[config.mk]
export PLATFORM = sky130hd
export DESIGN_NAME = websocket_frame_deframer_top
export DESIGN_NICKNAME = d
export VERILOG_FILES = /design/src/wsfd_pkg.sv /design/src/websocket_frame_deframer_top.sv /design/src/wsfd_in_stage.sv /design/src/wsfd_parser.sv
export SDC_FILE = /design/constraint.sdc
export NUM_CORES = 1
export LEC_CHECK = 0
export ABC_AREA = 0
export BUFFER_PORTS_ARGS = -buffer_cell sky130_fd_sc_hd__buf_2
export CORE_ASPECT_RATIO = 2
export CORE_MARGIN = 4
export CORE_UTILIZATION = 60
export DETAILED_ROUTE_END_ITERATION = 6
export GPL_TIMING_DRIVEN = 0
export PLACE_DENSITY = 0.8
export SKIP_CTS_REPAIR_TIMING = 1
export SLEW_MARGIN = 20
export SYNTH_ARGS = -nofsm -noshare
export SYNTH_HDL_FRONTEND = slang
export SYNTH_SLANG_ARGS = --single-unit
[constraint.sdc]
create_clock -name clk -period 7 [get_ports clk]
set_input_delay 0.7 -clock clk [delete_from_list [all_inputs] [get_ports clk]]
set_output_delay 0.7 -clock clk [all_outputs]
set_load 0.01 [all_outputs]
[src/wsfd_pkg.sv]
// Shared types and constants for the WebSocket frame deframer.
package wsfd_pkg;

    localparam int LEN_BITS = 31;

    localparam logic [1:0] KIND_HEADER  = 2'd0;
    localparam logic [1:0] KIND_PAYLOAD = 2'd1;
    localparam logic [1:0] KIND_LEN_ERR = 2'd2;

    localparam logic [3:0] HDR_SIZE_SHORT = 4'd2;
    localparam logic [3:0] HDR_END_16     = 4'd4;
    localparam logic [3:0] HDR_END_64     = 4'd10;

    localparam logic [6:0] LEN7_EXT16 = 7'd126;
    localparam logic [6:0] LEN7_EXT64 = 7'd127;

    typedef enum logic [4:0] {
        PH_HDR0 = 5'b00001,
        PH_HDR1 = 5'b00010,
        PH_EXT  = 5'b00100,
        PH_MASK = 5'b01000,
        PH_DATA = 5'b10000
    } phase_t;

    typedef struct packed {
        logic [1:0]          kind;
        logic                fin;
        logic [3:0]          opcode;
        logic [LEN_BITS-1:0] payload_length;
        logic [3:0]          header_size;
        logic [7:0]          payload_data;
        logic                last;
    } result_t;

endpackage

[src/websocket_frame_deframer_top.sv]
// Top level of the WebSocket frame deframer.
//
// Input channel: one raw stream byte per transaction on data_byte
// (in_valid / in_ready). Output channel: at most one result per byte
// (out_valid / out_ready): a header result (kind 0) once the header and
// mask key are complete, one unmasked payload byte (kind 1) per payload
// byte, or a length error (kind 2) when a 64-bit length is 2^31 or more.
// last marks the final result of a frame; the next byte starts a new header.
// A result is registered: the accepted byte sits in the input register, then
// the parse logic loads the result register.
// Throughput: one byte per cycle while out_ready stays high.
// Bytes that produce no result (header bytes, mask key) still count against that rate.
// Reset clears both stages and returns the parser to expect byte zero of a
// header. When the receiver stalls, the result register holds, the input
// register takes one more byte, and in_ready then drops until out_ready.
module websocket_frame_deframer_top (
    input  logic                          clk,
    input  logic                          rst_n,
    input  logic                          in_valid,
    output logic                          in_ready,
    input  logic [7:0]                    data_byte,
    output logic                          out_valid,
    input  logic                          out_ready,
    output logic [1:0]                    kind,
    output logic                          fin,
    output logic [3:0]                    opcode,
    output logic [wsfd_pkg::LEN_BITS-1:0] payload_length,
    output logic [3:0]                    header_size,
    output logic [7:0]                    payload_data,
    output logic                          last
);

    logic              advance;
    logic              byte_valid;
    logic [7:0]        byte_data;
    wsfd_pkg::result_t res;

    assign advance = !out_valid || out_ready;

    wsfd_in_stage u_in_stage (
        .clk        (clk),
        .rst_n      (rst_n),
        .in_valid   (in_valid),
        .in_ready   (in_ready),
        .data_byte  (data_byte),
        .advance    (advance),
        .byte_valid (byte_valid),
        .byte_data  (byte_data)
    );

    wsfd_parser u_parser (
        .clk       (clk),
        .rst_n     (rst_n),
        .step      (byte_valid && advance),
        .byte_data (byte_data),
        .advance   (advance),
        .res_valid (out_valid),
        .res       (res)
    );

    assign kind           = res.kind;
    assign fin            = res.fin;
    assign opcode         = res.opcode;
    assign payload_length = res.payload_length;
    assign header_size    = res.header_size;
    assign payload_data   = res.payload_data;
    assign last           = res.last;

endmodule

[src/wsfd_in_stage.sv]
// Input register stage: holds one accepted byte until the parser takes it.
module wsfd_in_stage (
    input  logic       clk,
    input  logic       rst_n,
    input  logic       in_valid,
    output logic       in_ready,
    input  logic [7:0] data_byte,
    input  logic       advance,
    output logic       byte_valid,
    output logic [7:0] byte_data
);

    logic       valid_reg;
    logic       valid_next;
    logic [7:0] byte_reg;

    assign in_ready   = !valid_reg || advance;
    assign byte_valid = valid_reg;
    assign byte_data  = byte_reg;

    always_comb
    begin
        valid_next = valid_reg;
        if (in_valid && in_ready)
        begin
            valid_next = 1'b1;
        end
        else if (advance)
        begin
            valid_next = 1'b0;
        end
    end

    always_ff @(posedge clk or negedge rst_n)
    begin
        if (!rst_n)
        begin
            valid_reg <= 1'b0;
        end
        else
        begin
            valid_reg <= valid_next;
        end
    end

    always_ff @(posedge clk)
    begin
        if (in_valid && in_ready)
        begin
            byte_reg <= data_byte;
        end
    end

endmodule

[src/wsfd_parser.sv]
// Frame parser: header/length/mask state, payload unmasking and result register.
module wsfd_parser (
    input  logic                clk,
    input  logic                rst_n,
    input  logic                step,
    input  logic [7:0]          byte_data,
    input  logic                advance,
    output logic                res_valid,
    output wsfd_pkg::result_t   res
);

    localparam int LB = wsfd_pkg::LEN_BITS;

    wsfd_pkg::phase_t  phase_reg, phase_next;
    logic [3:0]        hcount_reg, hcount_next;
    logic              fin_reg, fin_next;
    logic [3:0]        opcode_reg, opcode_next;
    logic              masked_reg, masked_next;
    logic [LB-1:0]     length_reg, length_next;
    logic [31:0]       key_reg, key_next;
    logic [LB-1:0]     remaining_reg, remaining_next;
    logic [1:0]        midx_reg, midx_next;
    logic              wide_reg, wide_next;
    logic              toolong_reg, toolong_next;

    logic              valid_reg;
    wsfd_pkg::result_t res_reg;

    logic              emit;
    wsfd_pkg::result_t res_next;

    logic [6:0]        len7;
    logic [3:0]        hcount_inc;
    logic [3:0]        ext_end;
    logic [LB-1:0]     len_shift;
    logic [LB-1:0]     rem_dec;
    logic [7:0]        mask_byte;

    assign len7       = byte_data[6:0];
    assign hcount_inc = hcount_reg + 4'd1;
    assign ext_end    = wide_reg ? wsfd_pkg::HDR_END_64 : wsfd_pkg::HDR_END_16;
    assign len_shift  = {length_reg[LB-9:0], byte_data};
    assign rem_dec    = remaining_reg - {{(LB-1){1'b0}}, 1'b1};
    assign mask_byte  = key_reg[{~midx_reg, 3'b000} +: 8];

    always_comb
    begin
        phase_next     = phase_reg;
        hcount_next    = hcount_reg;
        fin_next       = fin_reg;
        opcode_next    = opcode_reg;
        masked_next    = masked_reg;
        length_next    = length_reg;
        key_next       = key_reg;
        remaining_next = remaining_reg;
        midx_next      = midx_reg;
        wide_next      = wide_reg;
        toolong_next   = toolong_reg;
        emit           = 1'b0;
        res_next       = '0;

        unique case (phase_reg)
            wsfd_pkg::PH_HDR0:
            begin
                fin_next    = byte_data[7];
                opcode_next = byte_data[3:0];
                hcount_next = 4'd1;
                phase_next  = wsfd_pkg::PH_HDR1;
            end
            wsfd_pkg::PH_HDR1:
            begin
                masked_next  = byte_data[7];
                hcount_next  = wsfd_pkg::HDR_SIZE_SHORT;
                key_next     = '0;
                midx_next    = '0;
                toolong_next = 1'b0;
                if (len7 == wsfd_pkg::LEN7_EXT16 || len7 == wsfd_pkg::LEN7_EXT64)
                begin
                    length_next = '0;
                    wide_next   = (len7 == wsfd_pkg::LEN7_EXT64);
                    phase_next  = wsfd_pkg::PH_EXT;
                end
                else
                begin
                    length_next = {{(LB-7){1'b0}}, len7};
                    if (byte_data[7])
                    begin
                        phase_next = wsfd_pkg::PH_MASK;
                    end
                    else
                    begin
                        emit                    = 1'b1;
                        res_next.kind           = wsfd_pkg::KIND_HEADER;
                        res_next.payload_length = length_next;
                        res_next.header_size    = hcount_next;
                        res_next.last           = (len7 == 7'd0);
                        remaining_next          = length_next;
                        phase_next              = (len7 == 7'd0) ? wsfd_pkg::PH_HDR0
                                                                 : wsfd_pkg::PH_DATA;
                    end
                end
            end
            wsfd_pkg::PH_EXT:
            begin
                toolong_next = toolong_reg || (length_reg[LB-1 -: 8] != 8'd0);
                length_next  = len_shift;
                hcount_next  = hcount_inc;
                if (hcount_inc >= ext_end)
                begin
                    if (toolong_next)
                    begin
                        emit                 = 1'b1;
                        res_next.kind        = wsfd_pkg::KIND_LEN_ERR;
                        res_next.header_size = hcount_inc;
                        res_next.last        = 1'b1;
                        length_next          = '0;
                        phase_next           = wsfd_pkg::PH_HDR0;
                    end
                    else if (masked_reg)
                    begin
                        phase_next = wsfd_pkg::PH_MASK;
                    end
                    else
                    begin
                        emit                    = 1'b1;
                        res_next.kind           = wsfd_pkg::KIND_HEADER;
                        res_next.payload_length = len_shift;
                        res_next.header_size    = hcount_inc;
                        res_next.last           = (len_shift == '0);
                        remaining_next          = len_shift;
                        midx_next               = '0;
                        phase_next              = (len_shift == '0) ? wsfd_pkg::PH_HDR0
                                                                    : wsfd_pkg::PH_DATA;
                    end
                end
            end
            wsfd_pkg::PH_MASK:
            begin
                key_next    = {key_reg[23:0], byte_data};
                hcount_next = hcount_inc;
                midx_next   = midx_reg + 2'd1;
                if (midx_reg == 2'd3)
                begin
                    emit                    = 1'b1;
                    res_next.kind           = wsfd_pkg::KIND_HEADER;
                    res_next.payload_length = length_reg;
                    res_next.header_size    = hcount_inc;
                    res_next.last           = (length_reg == '0);
                    remaining_next          = length_reg;
                    midx_next               = '0;
                    phase_next              = (length_reg == '0) ? wsfd_pkg::PH_HDR0
                                                                 : wsfd_pkg::PH_DATA;
                end
            end
            wsfd_pkg::PH_DATA:
            begin
                midx_next               = midx_reg + 2'd1;
                remaining_next          = rem_dec;
                emit                    = 1'b1;
                res_next.kind           = wsfd_pkg::KIND_PAYLOAD;
                res_next.payload_length = length_reg;
                res_next.header_size    = hcount_reg;
                res_next.payload_data   = masked_reg ? (byte_data ^ mask_byte) : byte_data;
                res_next.last           = (rem_dec == '0);
                if (rem_dec == '0)
                begin
                    phase_next = wsfd_pkg::PH_HDR0;
                end
            end
            default:
            begin
                phase_next = wsfd_pkg::PH_HDR0;
            end
        endcase

        res_next.fin    = fin_next;
        res_next.opcode = opcode_next;
    end

    always_ff @(posedge clk or negedge rst_n)
    begin
        if (!rst_n)
        begin
            phase_reg     <= wsfd_pkg::PH_HDR0;
            hcount_reg    <= '0;
            fin_reg       <= 1'b0;
            opcode_reg    <= '0;
            masked_reg    <= 1'b0;
            length_reg    <= '0;
            key_reg       <= '0;
            remaining_reg <= '0;
            midx_reg      <= '0;
            wide_reg      <= 1'b0;
            toolong_reg   <= 1'b0;
            valid_reg     <= 1'b0;
        end
        else
        begin
            if (step)
            begin
                phase_reg     <= phase_next;
                hcount_reg    <= hcount_next;
                fin_reg       <= fin_next;
                opcode_reg    <= opcode_next;
                masked_reg    <= masked_next;
                length_reg    <= length_next;
                key_reg       <= key_next;
                remaining_reg <= remaining_next;
                midx_reg      <= midx_next;
                wide_reg      <= wide_next;
                toolong_reg   <= toolong_next;
            end
            if (advance)
            begin
                valid_reg <= step && emit;
            end
        end
    end

    always_ff @(posedge clk)
    begin
        if (step && emit)
        begin
            res_reg <= res_next;
        end
    end

    assign res_valid = valid_reg;
    assign res       = res_reg;

endmodule

==> metrics.md <==
| Metric | Value |
|---|---|
| Share of layout cells above drive strength 1 | `15.02%` |
| Io pins | `65` |
| Slew @ Worst Pin | `1204 ps` |
| # placed instances | `1049` |
| Gpl congestion | `0.9813` |
| Final Skew | `15.83 ps` |
| RSZ-0062 raised after global routing | `no` |
| Hold Violations, Final | `0` |
| Die Span X | `92.75 um` |
| Yosys warnings | `0` |
| Die height | `177.5 um` |
| Gr usage total | `34.77%` |
| Initial Util | `61.70%` |
| CTS sink count | `174` |
| Clk buf depth | `2` |
| Via density | `7.005` |
| Synthesized flop and latch total | `174` |
| Worst-path maximum fanout | `10` |
| Reg2Reg Depth | `11` |
| Pleak | `3.995 nW` |
| Placement Setup Slack | `3320 ps` |
| Initial antenna violation count | `0` |
| CORE AREA | `0.01397 sq mm` |
| Worst slew margin | `19.28%` |
| Largest net degree at the start of global routing | `76` |
| Synth Area in XOR/XNOR | `1.728%` |
| Tmin final | `3792 ps` |
| CP Capture Type | `register` |
| Final total power | `0.004015 W` |
| Layout Cells excl Fill | `1081` |
| Mux contribution to synthesized area | `3.383%` |
| Seq/Total Area, Yosys | `53.96%` |
| Final TNS setup | `0 ps` |
| Adder-Cell Fraction of Synth Area | `1.016%` |
| Via Count | `7572` |
| Critical Path End | `u_parser.remaining_reg[30]$_DFFE_PN0P_` |
| H-tree Lvls | `4` |
| Status | `finished with violations` |
| Slew Viols, Final | `0` |
| Detailed Place HPWL | `19280 um` |
| Final net count | `898` |
| Power Density | `407.2 mW/mm^2` |
| Root buf cell | `clkbuf_16` |
| Worst setup path class | `register to register` |
| Max-cap violations | `0` |
| F_max | `0.2637 GHz` |
| EDFF count, synth | `59` |
| Clk_lat worst skew | `440 ps` |
| Total global routing overflow | `0` |
| Final setup viols | `0` |
| RR Endpoint | `u_parser.remaining_reg[30]$_DFFE_PN0P_` |
| Syn Area/Cell | `10.85 sq um` |
| Mapped Nets | `813` |
| Fraction of registers with async set/reset | `66.09%` |
| DRC Markers | `5` |
| WP data arrival | `4070 ps` |
| Required @ worst endpoint | `7280 ps` |
| Final wirelength | `27210 um` |
| Cells after synthesis | `794` |
| Max reg flops | `51` |
| Reg2Reg Launch Point | `u_parser.remaining_reg[0]$_DFFE_PN0P_` |
| Worst hold path class | `primary input to async pin` |
| Iteration-0 DRC Markers | `842` |
| Setup slack, reg-to-reg | `3210 ps` |
| TritonRoute pass-1 iters | `7` |
| Synth Cell Area | `0.008618 sq mm` |
| Worst Setup Slack, final | `3208 ps` |
| Fin crit share | `54.17%` |
| Post-synth top flop | `dfrtp_1` |
| First-pass GRT wire length | `42810 um` |
| CTS clk-pin slew, worst paths | `80 ps` |
| Die area | `0.01646 sq mm` |
| Peak supply drop | `0.0002546 V` |
| CTS tree | `yes` |
| Port bufs | `64` |
| Wirelength per Cell | `25.17 um` |
| Largest family of logic cells by synthesized area | `compound AO/OA/AOI/OAI gates` |
| Post-Synth Simple-Gate Area | `13.66%` |
| Vias in the first global route | `7711` |
| Post-DRT Antenna Nets | `0` |
| Cell row count | `61` |
| Area delta synth->final | `14.42%` |
| Setup crit start kind | `register` |
| Worst setup path startpoint | `u_parser.remaining_reg[0]$_DFFE_PN0P_` |
| Compound-Gate Fraction of Synth Area | `22.78%` |
| CTS Buf Count | `17` |
| # diodes | `0` |
| Violations in the final reports | `design-rule violations` |
| Distinct cell type count after synthesis | `69` |
==> worst min path at each step <==
stage / cells past startpoint / slack (ps) / from / endpoint
3_5_place_dp: 2 / 460 / u_parser.opcode_reg[1]$_DFFE_PN0P_ / u_parser.opcode_reg[1]$_DFFE_PN0P_
6_report: 1 / 190 / rst_n / u_parser.remaining_reg[19]$_DFFE_PN0P_
3_3_place_gp: 2 / 450 / u_parser.opcode_reg[2]$_DFFE_PN0P_ / u_parser.opcode_reg[2]$_DFFE_PN0P_
2_1_floorplan: 0 / 400 / rst_n / u_in_stage.byte_valid$_DFFE_PN0P_
4_1_cts: 1 / 200 / rst_n / u_parser.remaining_reg[19]$_DFFE_PN0P_
5_1_grt: 1 / 210 / rst_n / u_parser.remaining_reg[19]$_DFFE_PN0P_
==> critical path, stage by stage, from the launching register on <==
cell      delay, ps
dfrtp_1         490
inv_1           120
ha_1            140
buf_2           190
nor3b_1         660
nand2_1         370
clkbuf_1        380
or4_1           660
nor3_1          290
nor2_1           60
o21ai_0         160
o21ai_0         110
==> metal layers <==
metal	up-vias	share of wire [%]	track usage, %
li1	3219	-	-
met1	3667	32	37.21
met2	510	52	60.44
met3	176	6.4	5.006
met4	0	9.0	27.34
met5	-	0	0
==> logic make-up (layout without fill, tap and decap cells) <==
family / after synthesis / in the layout
and+or+nand+nor: 234 / 234
DFF: 174 / 174
xor gates and xnor gates: 17 / 17
adders and majority gates: 7 / 7
muxes: 18 / 18
buffers and inverters: 75 / 173
AOI/OAI and AO/OA: 269 / 269
==> where the power goes <==
group / internal, W / leakage (nW) / switching, W
clock network: 0.000495 / 0.302 / 0.000492
logic: 0.000529 / 1.63 / 0.000880
registers: 0.00128 / 2.07 / 0.000340
total: 0.00230 / 4.00 / 0.00171
==> cell usage in the layout (no fill, tap or decap), types with 5 or more instances in the layout <==
cell,instances
nor4_1,15
a22o_1,102
nand4b_1,5
inv_6,5
a21oi_1,22
a222oi_1,10
a221oi_1,14
mux2_2,9
mux4_2,8
clkinv_8,7
clkbuf_1,52
buf_1,6
dfrtp_1,114
edfxtp_1,59
a31oi_1,8
buf_2,65
clkbuf_16,17
nand3_1,5
nor2_1,73
inv_1,11
and2_1,5
xor2_1,9
o21ai_0,72
nand2b_1,10
nor3_1,26
nand4_1,7
ha_1,7
xnor2_1,8
nand2_1,55
==> synth_stat cells, types with 9 or more instances <==
cell type	count	share of area [%]
clkbuf_1	52	2.3
inv_1	12	0.52
a221oi_1	14	1.4
nand2_1	55	2.4
mux2_2	9	1.2
nand2b_1	10	0.73
a22o_1	102	10
nor3_1	26	1.5
nor4_1	15	1.1
a222oi_1	10	1.2
a21oi_1	22	1.3
o21ai_0	72	4.2
edfxtp_1	59	21
nor2_1	73	3.2
dfrtp_1	114	33
xor2_1	9	0.91
==> cell type report <==
| type | instances | area, sq um |
|---|---|---|
| Fill cell | 1039 | 4106 |
| Inverter | 13 | 48.80 |
| Multi-Input combinational cell | 545 | 3669 |
| Clock buffer | 17 | 425.4 |
| Timing Repair Buffer | 66 | 374.1 |
| Sequential cell | 174 | 4651 |
| Tap cell | 189 | 236.5 |
| Buffer | 62 | 250.2 |
| Clock inverter | 15 | 206.4 |
==> stage by stage <==
step | hold slack, ps | utilization, % | cell area (sq um)
finish | 188.8 | 70.60 | 9861
global route | 210.1 | 70.60 | 9861
global placement | 452.9 | 65.69 | 9175
detailed placement | 458.1 | 66.08 | 9229
CTS | 195.4 | 70.60 | 9861
floorplan | 404.4 | - | 8618
Note: power is estimated with default switching activity, not from simulation.
